==> src/sv/rcwc_pkg.sv <==
// Shared types, constants and a helper function for the Reno congestion window control.
package rcwc_pkg;

  localparam int SEQ_BITS   = 16;
  localparam int WIN_BITS   = 6;
  localparam int MAX_WINDOW = 32;

  typedef logic [SEQ_BITS-1:0] seq_t;
  typedef logic [SEQ_BITS:0]   ackpt_t;
  typedef logic [WIN_BITS-1:0] win_t;

  localparam win_t WIN_MAX        = win_t'(MAX_WINDOW);
  localparam win_t SSTHRESH_RESET = (8 > MAX_WINDOW) ? win_t'(MAX_WINDOW) : win_t'(8);

  // Input item function codes.
  localparam logic [1:0] FN_START   = 2'd0;
  localparam logic [1:0] FN_ACK     = 2'd1;
  localparam logic [1:0] FN_TIMEOUT = 2'd2;

  // Result kinds.
  localparam logic [1:0] KIND_NEW  = 2'd0;
  localparam logic [1:0] KIND_RETX = 2'd1;
  localparam logic [1:0] KIND_END  = 2'd2;
  localparam logic [1:0] KIND_NONE = 2'd3;

  // Congestion control phases.
  localparam logic [1:0] MODE_SS = 2'd0;
  localparam logic [1:0] MODE_CA = 2'd1;
  localparam logic [1:0] MODE_FR = 2'd2;

  typedef struct packed {
    logic [1:0] func;
    seq_t       ack_seq;
    seq_t       seg_count;
  } item_t;

  typedef struct packed {
    logic [1:0] kind;
    seq_t       send_seq;
    win_t       window;
    logic [1:0] mode;
    logic       last;
  } res_t;

  typedef struct packed {
    logic accept;
    logic update;
    logic emit;
  } cmd_t;

  typedef struct packed {
    logic out_free;
    logic emit_last;
  } status_t;

  // Window growth by one, saturating at the window limit.
  function automatic win_t grow(input win_t w);
    logic [WIN_BITS:0] w1;
    w1 = {1'b0, w} + 1'b1;
    grow = (w1 >= (WIN_BITS+1)'(MAX_WINDOW)) ? WIN_MAX : w1[WIN_BITS-1:0];
  endfunction

endpackage

==> src/sv/rcwc_ctrl.sv <==
// Controller state machine: sequences accept, state update and result emission.
module rcwc_ctrl import rcwc_pkg::*; (
  input  logic    clk_i,
  input  logic    rst_ni,
  input  logic    in_valid_i,
  output logic    in_stall_o,
  input  status_t st_i,
  output cmd_t    cmd_o
);

  typedef enum logic [1:0] {
    S_IDLE,
    S_UPDATE,
    S_SEND
  } state_e;

  state_e state_q;

  always_comb begin
    cmd_o        = '0;
    cmd_o.accept = (state_q == S_IDLE) && in_valid_i;
    cmd_o.update = (state_q == S_UPDATE);
    cmd_o.emit   = (state_q == S_SEND) && st_i.out_free;
  end

  assign in_stall_o = (state_q != S_IDLE);

  always_ff @(posedge clk_i or negedge rst_ni) begin
    if (!rst_ni) begin
      state_q <= S_IDLE;
    end else begin
      unique case (state_q)
        S_IDLE: begin
          if (in_valid_i) state_q <= S_UPDATE;
        end
        S_UPDATE: begin
          state_q <= S_SEND;
        end
        S_SEND: begin
          if (st_i.out_free && st_i.emit_last) state_q <= S_IDLE;
        end
        default: begin
          state_q <= S_IDLE;
        end
      endcase
    end
  end

endmodule

==> src/sv/rcwc_dpath.sv <==
// Datapath: congestion state registers, step update logic, burst generation and result register.
module rcwc_dpath import rcwc_pkg::*; (
  input  logic    clk_i,
  input  logic    rst_ni,
  input  item_t   in_data_i,
  input  logic    cfg_we_i,
  input  win_t    cfg_wdata_i,
  input  cmd_t    cmd_i,
  output status_t st_o,
  output logic    out_valid_o,
  input  logic    out_stall_i,
  output res_t    out_data_o
);

  item_t      item_q;
  win_t       init_ss_q;
  logic [1:0] phase_q, phase_d;
  win_t       cwnd_q, cwnd_d;
  win_t       ss_q, ss_d;
  logic [1:0] dup_q, dup_d;
  win_t       in_flight_q, in_flight_d;
  ackpt_t     last_acked_q, last_acked_d;
  seq_t       last_sent_q, last_sent_d;
  seq_t       acked_q, acked_d;
  seq_t       total_q, total_d;
  win_t       credit_q, credit_d;
  logic       active_q, active_d;

  // Pending work for the emission phase of the current item.
  logic       first_pend_q, first_pend_d;
  logic [1:0] first_kind_q, first_kind_d;
  seq_t       first_seq_q, first_seq_d;
  logic       burst_en_q, burst_en_d;
  logic       end_pend_q, end_pend_d;

  logic       out_valid_q;
  res_t       out_q;
  res_t       res_now;

  ackpt_t            a_ext, tot_ext, a_clip, a_plus, next_exp, diff;
  seq_t              acked_new;
  win_t              grown, half, ss_new, credit_n;
  logic [1:0]        dup_n;
  logic [WIN_BITS:0] ss_plus3;
  ackpt_t            ls_p1;
  logic [SEQ_BITS+1:0] ls_p2;
  logic [WIN_BITS:0] inf_p1;
  logic              burst_ok, next_ok;

  always_comb begin
    a_ext     = {1'b0, item_q.ack_seq};
    tot_ext   = {1'b0, total_q};
    a_clip    = (a_ext >= tot_ext) ? (tot_ext - 1'b1) : a_ext;
    a_plus    = a_clip + 1'b1;
    next_exp  = last_acked_q + 1'b1;
    diff      = a_plus - next_exp;
    acked_new = acked_q + diff[SEQ_BITS-1:0];
    grown     = grow(cwnd_q);
    half      = cwnd_q >> 1;
    ss_plus3  = {1'b0, half} + (WIN_BITS+1)'(3);
    ss_new    = (init_ss_q > WIN_MAX) ? WIN_MAX : init_ss_q;
    credit_n  = credit_q + 1'b1;
    dup_n     = (dup_q == 2'd3) ? dup_q : dup_q + 1'b1;

    ls_p1    = {1'b0, last_sent_q} + 1'b1;
    ls_p2    = {2'b00, last_sent_q} + (SEQ_BITS+2)'(2);
    inf_p1   = {1'b0, in_flight_q} + 1'b1;
    burst_ok = burst_en_q && (in_flight_q < cwnd_q) && (ls_p1 < tot_ext);
    next_ok  = (inf_p1 < {1'b0, cwnd_q}) && (ls_p2 < {1'b0, tot_ext});
  end

  // Result offered for the next emission; window and mode are already final.
  always_comb begin
    res_now        = '0;
    res_now.window = cwnd_q;
    res_now.mode   = phase_q;
    if (first_pend_q) begin
      res_now.kind     = first_kind_q;
      res_now.send_seq = first_seq_q;
      res_now.last     = 1'b1;
    end else if (burst_ok) begin
      res_now.kind     = KIND_NEW;
      res_now.send_seq = ls_p1[SEQ_BITS-1:0];
      res_now.last     = !next_ok && !end_pend_q;
    end else if (end_pend_q) begin
      res_now.kind = KIND_END;
      res_now.last = 1'b1;
    end else begin
      res_now.kind = KIND_NONE;
      res_now.last = 1'b1;
    end
  end

  always_comb begin
    phase_d      = phase_q;
    cwnd_d       = cwnd_q;
    ss_d         = ss_q;
    dup_d        = dup_q;
    in_flight_d  = in_flight_q;
    last_acked_d = last_acked_q;
    last_sent_d  = last_sent_q;
    acked_d      = acked_q;
    total_d      = total_q;
    credit_d     = credit_q;
    active_d     = active_q;
    first_pend_d = first_pend_q;
    first_kind_d = first_kind_q;
    first_seq_d  = first_seq_q;
    burst_en_d   = burst_en_q;
    end_pend_d   = end_pend_q;

    if (cmd_i.update) begin
      first_pend_d = 1'b0;
      burst_en_d   = 1'b0;
      end_pend_d   = 1'b0;
      case (item_q.func)
        FN_START: begin
          total_d      = item_q.seg_count;
          acked_d      = '0;
          last_acked_d = '1;
          last_sent_d  = '0;
          dup_d        = '0;
          credit_d     = '0;
          cwnd_d       = win_t'(1);
          ss_d         = ss_new;
          phase_d      = (win_t'(1) >= ss_new) ? MODE_CA : MODE_SS;
          first_pend_d = 1'b1;
          first_seq_d  = '0;
          if (item_q.seg_count == '0) begin
            in_flight_d  = '0;
            active_d     = 1'b0;
            first_kind_d = KIND_END;
          end else begin
            in_flight_d  = win_t'(1);
            active_d     = 1'b1;
            first_kind_d = KIND_NEW;
          end
        end
        FN_ACK: begin
          if (active_q) begin
            if (a_plus > next_exp) begin
              // New cumulative ACK.
              acked_d      = acked_new;
              in_flight_d  = (ackpt_t'(in_flight_q) > diff) ?
                             (in_flight_q - diff[WIN_BITS-1:0]) : '0;
              last_acked_d = a_clip;
              if (last_sent_q < a_clip[SEQ_BITS-1:0]) last_sent_d = a_clip[SEQ_BITS-1:0];
              dup_d        = '0;
              burst_en_d   = 1'b1;
              end_pend_d   = (acked_new >= total_q);
              case (phase_q)
                MODE_SS: begin
                  cwnd_d = grown;
                  if (grown >= ss_q) begin
                    phase_d  = MODE_CA;
                    credit_d = '0;
                  end
                end
                MODE_CA: begin
                  if (credit_n >= cwnd_q) begin
                    cwnd_d   = grown;
                    credit_d = '0;
                  end else begin
                    credit_d = credit_n;
                  end
                end
                default: begin
                  // Fast recovery ends: the window deflates to the threshold.
                  cwnd_d   = ss_q;
                  phase_d  = MODE_CA;
                  credit_d = '0;
                end
              endcase
            end else if (a_plus == next_exp) begin
              if (phase_q == MODE_FR) begin
                cwnd_d     = grown;
                burst_en_d = 1'b1;
              end else begin
                dup_d = dup_n;
                if (dup_n == 2'd3) begin
                  ss_d         = half;
                  cwnd_d       = (ss_plus3 > (WIN_BITS+1)'(MAX_WINDOW)) ?
                                 WIN_MAX : ss_plus3[WIN_BITS-1:0];
                  phase_d      = MODE_FR;
                  last_sent_d  = next_exp[SEQ_BITS-1:0];
                  first_pend_d = 1'b1;
                  first_kind_d = KIND_RETX;
                  first_seq_d  = next_exp[SEQ_BITS-1:0];
                end
              end
            end
          end
        end
        FN_TIMEOUT: begin
          if (active_q) begin
            ss_d         = half;
            cwnd_d       = win_t'(1);
            dup_d        = '0;
            credit_d     = '0;
            phase_d      = (win_t'(1) >= half) ? MODE_CA : MODE_SS;
            last_sent_d  = next_exp[SEQ_BITS-1:0];
            first_pend_d = 1'b1;
            first_kind_d = KIND_RETX;
            first_seq_d  = next_exp[SEQ_BITS-1:0];
          end
        end
        default: begin
        end
      endcase
    end else if (cmd_i.emit) begin
      if (first_pend_q) begin
        first_pend_d = 1'b0;
      end else if (burst_ok) begin
        last_sent_d = ls_p1[SEQ_BITS-1:0];
        in_flight_d = inf_p1[WIN_BITS-1:0];
      end else if (end_pend_q) begin
        end_pend_d = 1'b0;
        active_d   = 1'b0;
      end
    end
  end

  always_ff @(posedge clk_i or negedge rst_ni) begin
    if (!rst_ni) begin
      init_ss_q    <= win_t'(8);
      phase_q      <= MODE_SS;
      cwnd_q       <= win_t'(1);
      ss_q         <= SSTHRESH_RESET;
      dup_q        <= '0;
      in_flight_q  <= '0;
      last_acked_q <= '1;
      last_sent_q  <= '0;
      acked_q      <= '0;
      total_q      <= '0;
      credit_q     <= '0;
      active_q     <= 1'b0;
      first_pend_q <= 1'b0;
      burst_en_q   <= 1'b0;
      end_pend_q   <= 1'b0;
      out_valid_q  <= 1'b0;
    end else begin
      if (cfg_we_i) init_ss_q <= cfg_wdata_i;
      phase_q      <= phase_d;
      cwnd_q       <= cwnd_d;
      ss_q         <= ss_d;
      dup_q        <= dup_d;
      in_flight_q  <= in_flight_d;
      last_acked_q <= last_acked_d;
      last_sent_q  <= last_sent_d;
      acked_q      <= acked_d;
      total_q      <= total_d;
      credit_q     <= credit_d;
      active_q     <= active_d;
      first_pend_q <= first_pend_d;
      burst_en_q   <= burst_en_d;
      end_pend_q   <= end_pend_d;
      if (cmd_i.emit) begin
        out_valid_q <= 1'b1;
      end else if (!out_stall_i) begin
        out_valid_q <= 1'b0;
      end
    end
  end

  always_ff @(posedge clk_i) begin
    if (cmd_i.accept) item_q <= in_data_i;
    first_kind_q <= first_kind_d;
    first_seq_q  <= first_seq_d;
    if (cmd_i.emit) out_q <= res_now;
  end

  assign st_o.out_free  = !out_valid_q || !out_stall_i;
  assign st_o.emit_last = res_now.last;
  assign out_valid_o    = out_valid_q;
  assign out_data_o     = out_q;

  // A new result must never overwrite one that is still waiting for its transfer.
  a_no_overwrite: assert property (@(posedge clk_i) disable iff (!rst_ni)
    cmd_i.emit |-> !(out_valid_q && out_stall_i))
    else $error("result register overwritten while stalled");

  // Segments in flight never exceed the window limit.
  a_flight_bound: assert property (@(posedge clk_i) disable iff (!rst_ni)
    in_flight_q <= WIN_MAX)
    else $error("in-flight count above window limit");

  // A burst segment only goes out while the window has room.
  a_burst_room: assert property (@(posedge clk_i) disable iff (!rst_ni)
    (cmd_i.emit && !first_pend_q && burst_ok) |=> (in_flight_q <= cwnd_q))
    else $error("burst sent past the congestion window");

endmodule

==> src/sv/reno_congestion_window_control.sv <==
// Reno congestion window control top level: controller and datapath.
// An accepted item passes the update state and then the send state, where its results are emitted.
// Throughput: one item gives N results (1 to 32), one result per cycle from the burst generator
// while the output is not stalled.
// A new item is accepted only after the previous item's last result has been loaded.
// Reset (rst_ni low, asynchronous) clears the window state and the threshold register to 8.
module reno_congestion_window_control import rcwc_pkg::*; (
  input  logic  clk_i,
  input  logic  rst_ni,
  input  logic  in_valid_i,
  output logic  in_stall_o,
  input  item_t in_data_i,
  output logic  out_valid_o,
  input  logic  out_stall_i,
  output res_t  out_data_o,
  input  logic  cfg_we_i,
  input  win_t  cfg_wdata_i
);

  cmd_t    cmd;
  status_t st;

  rcwc_ctrl u_ctrl (
    .clk_i      (clk_i),
    .rst_ni     (rst_ni),
    .in_valid_i (in_valid_i),
    .in_stall_o (in_stall_o),
    .st_i       (st),
    .cmd_o      (cmd)
  );

  rcwc_dpath u_dpath (
    .clk_i       (clk_i),
    .rst_ni      (rst_ni),
    .in_data_i   (in_data_i),
    .cfg_we_i    (cfg_we_i),
    .cfg_wdata_i (cfg_wdata_i),
    .cmd_i       (cmd),
    .st_o        (st),
    .out_valid_o (out_valid_o),
    .out_stall_i (out_stall_i),
    .out_data_o  (out_data_o)
  );

endmodule
==> config.mk <==
export PLATFORM = sky130hd
export DESIGN_NAME = reno_congestion_window_control
export DESIGN_NICKNAME = d
export VERILOG_FILES = /design/src/sv/rcwc_pkg.sv /design/src/sv/rcwc_ctrl.sv /design/src/sv/rcwc_dpath.sv /design/src/sv/reno_congestion_window_control.sv
export SDC_FILE = /design/constraint.sdc
export NUM_CORES = 1
export LEC_CHECK = 0
export ABC_AREA = 0
export BUFFER_PORTS_ARGS = -buffer_cell sky130_fd_sc_hd__buf_2
export CAP_MARGIN = 20
export CORE_UTILIZATION = 45
export DETAILED_ROUTE_END_ITERATION = 10
export HOLD_SLACK_MARGIN = 0.1
export PLACE_DENSITY = 0.64
export SYNTH_ARGS = -nofsm -noshare
export SYNTH_HDL_FRONTEND = slang
export SYNTH_HIERARCHICAL = 1
export SYNTH_SLANG_ARGS = --single-unit
export TNS_END_PERCENT = 30
==> constraint.sdc <==
create_clock -name clk_i -period 6.5 [get_ports clk_i]
set_input_delay 0 -clock clk_i [delete_from_list [all_inputs] [get_ports clk_i]]
set_output_delay 0 -clock clk_i [all_outputs]
set_load 0.01 [all_outputs]
==> results_dict.tcl <==
set metrics [dict create \
    io_buffers 73 \
    core_sq_um 30700 \
    slew_headroom_pct 35.6 \
    worstPathMaxFanout 11 \
    synth_xor_area_share_pct 7.05 \
    nFillCells 2798 \
    fin_area_sq_um 16400 \
    grt.total_usage_pct 26.1 \
    cp-end-kind "flop" \
    status "complete, no violations" \
    drtPass1Iterations 8 \
    maxCapViolCount 0 \
    totalWireLength_um 40200 \
    synth_compound_area_share_pct 17.5 \
    setup_tns_ns 0 \
    overflow 0 \
    clk_pin_slew_ns 0.08 \
    min_period_ns 6.15 \
    ys_warn_count 6 \
    htree_num_levels 4 \
    drt-vias-per-instance 5.77 \
    clockRootBuffer "clkbuf_16" \
    area_delta_synth_final_pct 16.6 \
    max_freq_ghz 0.162 \
    cts_made_buffers 17 \
    num_vias 12000 \
    netlist-cell-type-count 82 \
    dp_hpwl_um 30000 \
    worstSetupStartpointType "flop" \
    ys_seq_area_share_pct 36.0 \
    postSynthCellCount 1533 \
    final_layout_size_suffix_gt1_share_pct 16.2 \
    clock_sinks 185 \
    drv_slew 0 \
    synth_top_cell_by_area "edfxtp_1" \
    async_reset_ff_share_pct 57.3 \
    ant_nets 0 \
    ys_top_cells_by_area "edfxtp_1, dfrtp_1, ha_1" \
    mappedNetlistNets 1737 \
    routed-wl-met3_um 2620 \
    clk_latency_ns 0.45 \
    synth_fa_ha_area_share_pct 14.3 \
    yosysMostFrequentCell "ha_1" \
    tightestPinTransition_ns 0.966 \
    antenna_found_initial 0 \
    synth-edff-count 79 \
    grt_pass1_vias 11600 \
    start_util_pct 45.8 \
    finalSetupViolCount 0 \
    avgRoutedWirePerCell_um 19.3 \
    synth_top_family_by_area "compound AO/OA/AOI/OAI gates" \
    io_pins 74 \
    dr_wl_met2_um 18200 \
    nets 1884 \
    synth.avg_cell_area_sq_um 9.16 \
    ys.flop_type "dfrtp_1" \
    yosys.area_share.simple_pct 17.2 \
    first_iter_violations 895 \
    multi_input_area_sq_um 8490 \
    arrival_ns 6.50 \
    dieArea_sq_um 31900 \
    hp-class "in -> reg" \
    grt_pass1_wl_um 63200 \
    gp_congestion 0.926 \
    synthMuxAreaShare_pct 3.59 \
    topRoutingLayerUsed "met4" \
    required_ns 6.84 \
    fp.dieH_um 179 \
    fin_util_pct 53.4 \
    regArea_sq_um 5050 \
    post-route-drc-count 0 \
    wirelength_met1_um 18000 \
    grt_max_degree 67 \
    synth_top_area_share_pct 16.9 \
    syn_area_sq_um 14000 \
    ys_seq_elements 185 \
    tritoncts "built" \
    hold_viol_final 0 \
    placed_cell_area_sq_um 15100 \
    antenna_cells 0 \
    cts_max_path_buffers 2 \
    fin_worst_skew_ns 0.0154 \
    holdWs_ns 0.248 \
    die_w_um 179 \
    placementRows 64 \
    synth_common_cells "ha_1, nand2_1, nor2_1" \
    period_share_pct 94.7 \
    critPathKind "reg -> reg" \
]
[layout by cell type, fill, tap and decap left out, types with 8 or more instances in the layout]
master / instances
nand4_1: 25
o211ai_1: 12
ha_1: 153
or2_2: 10
o22ai_1: 13
dfrtp_1: 86
buf_2: 72
a31oi_1: 21
a211oi_1: 8
dfstp_2: 20
mux2_2: 27
buf_4: 71
o21a_1: 10
nor3_1: 31
xor2_1: 37
inv_1: 87
edfxtp_1: 79
dlygate4sd3_1: 51
nand2_1: 141
o21ai_0: 103
nand2b_1: 23
xnor2_1: 75
nand3_1: 48
o31ai_1: 17
nor4_1: 10
o21ai_1: 12
nor2b_1: 34
clkbuf_16: 19
nor2_1: 106
mux2i_1: 20
a21o_1: 39
a21oi_1: 87
[area by class of cell]
| class | count | share of cell area [%] |
|---|---|---|
| multi-input cells | 1192 | 51.8 |
| flip-flops and latches | 185 | 30.8 |
| repair buffers | 196 | 8.79 |
| well taps | 396 | 3.03 |
| clock buffers | 21 | 3.01 |
| inverters | 88 | 2.02 |
| clock inverters | 11 | 0.497 |
[per-layer routing]
metal,vias to the layer above,global-route usage (%)
met5,-,0
met3,75,4.52
met2,428,42.5
met4,0,10.5
met1,5705,34.2
li1,5839,-
[registers in the layout, summed over array words and instances, names as in the netlist, 2 cells and up]
signal / cells
u_dpath/acked_q: 16
u_dpath/first_seq_q: 16
u_dpath/ss_q: 6
u_dpath/last_acked_q: 17
u_dpath/init_ss_q: 6
u_dpath/dup_q: 2
u_dpath/item_q: 18
u_ctrl/state_q: 2
u_dpath/out_data_o: 27
u_dpath/credit_q: 6
u_dpath/total_q: 16
u_dpath/a_ext: 16
u_dpath/cwnd_q: 6
u_dpath/phase_q: 2
u_dpath/in_flight_q: 6
u_dpath/last_sent_q: 16
u_dpath/first_kind_q: 2
[worst max-delay path, stage by stage, from the launching register on]
cell,delay [ns]
edfxtp_1,0.44
ha_1,0.32
a211oi_1,0.23
o21ai_1,0.12
a21oi_2,0.24
o21ai_4,0.13
buf_4,0.20
or4_1,0.55
a21boi_2,0.20
nor2b_1,0.19
xnor2_1,0.12
ha_2,0.40
nand2_1,0.09
o31ai_2,0.24
xor2_1,0.32
ha_1,0.31
and2_1,0.20
a41oi_1,0.27
o21ai_1,0.15
a31oi_1,0.22
xor2_1,0.23
xor2_1,0.17
ha_1,0.26
a21oi_1,0.13
o21ai_0,0.10
a32o_1,0.20
[repair_timing]
| item | in CTS | in global routing |
|---|---|---|
| endpoints found under the setup margin | 0 | 1 |
| endpoints found under the hold margin | 83 | 0 |
| resized for setup | 0 | 26 |
| hold buffers | 51 | 0 |
| buffers inserted | 0 | 4 |
[stage by stage]
stage / instances / worst slack [ns]
after floorplan: 1533 / 0.0249
after global placement: 2001 / 0.270
after detailed placement: 2001 / 0.140
after CTS: 2084 / 0.123
after global routing: 2089 / -0.0677
final: 2089 / 0.346
[cells by family (layout without fill, tap and decap cells)]
logic type | after synthesis | count (layout)
xor gates and xnor gates | 113 | 113
AOI/OAI and AO/OA | 387 | 387
adders and majority gates | 159 | 159
DFF | 185 | 185
muxes | 47 | 47
and+or+nand+nor | 486 | 486
buffers and inverters | 156 | 316
[final timing paths]
| check | endpoint | start | slack (ns) | cells after the start |
|---|---|---|---|---|
| setup reg to reg | u_dpath/end_pend_q | u_dpath/a_ext[2] | 0.35 | 25 |
| max in group asynchronous | u_dpath/last_sent_q[7] | rst_ni | 4.53 | 4 |
| min in group asynchronous | u_dpath/cwnd_q[1] | rst_ni | 0.61 | 3 |
| setup / recovery | u_dpath/end_pend_q | u_dpath/a_ext[2] | 0.35 | 25 |
| hold / removal | u_dpath/a_ext[12] | in_data_i[28] | 0.25 | 2 |
| hold reg to reg | u_dpath/credit_q[5] | u_dpath/credit_q[5] | 0.51 | 2 |
Power is not shown: default switching activity piles up to over one toggle a cycle in this logic, so the estimate is an artifact.
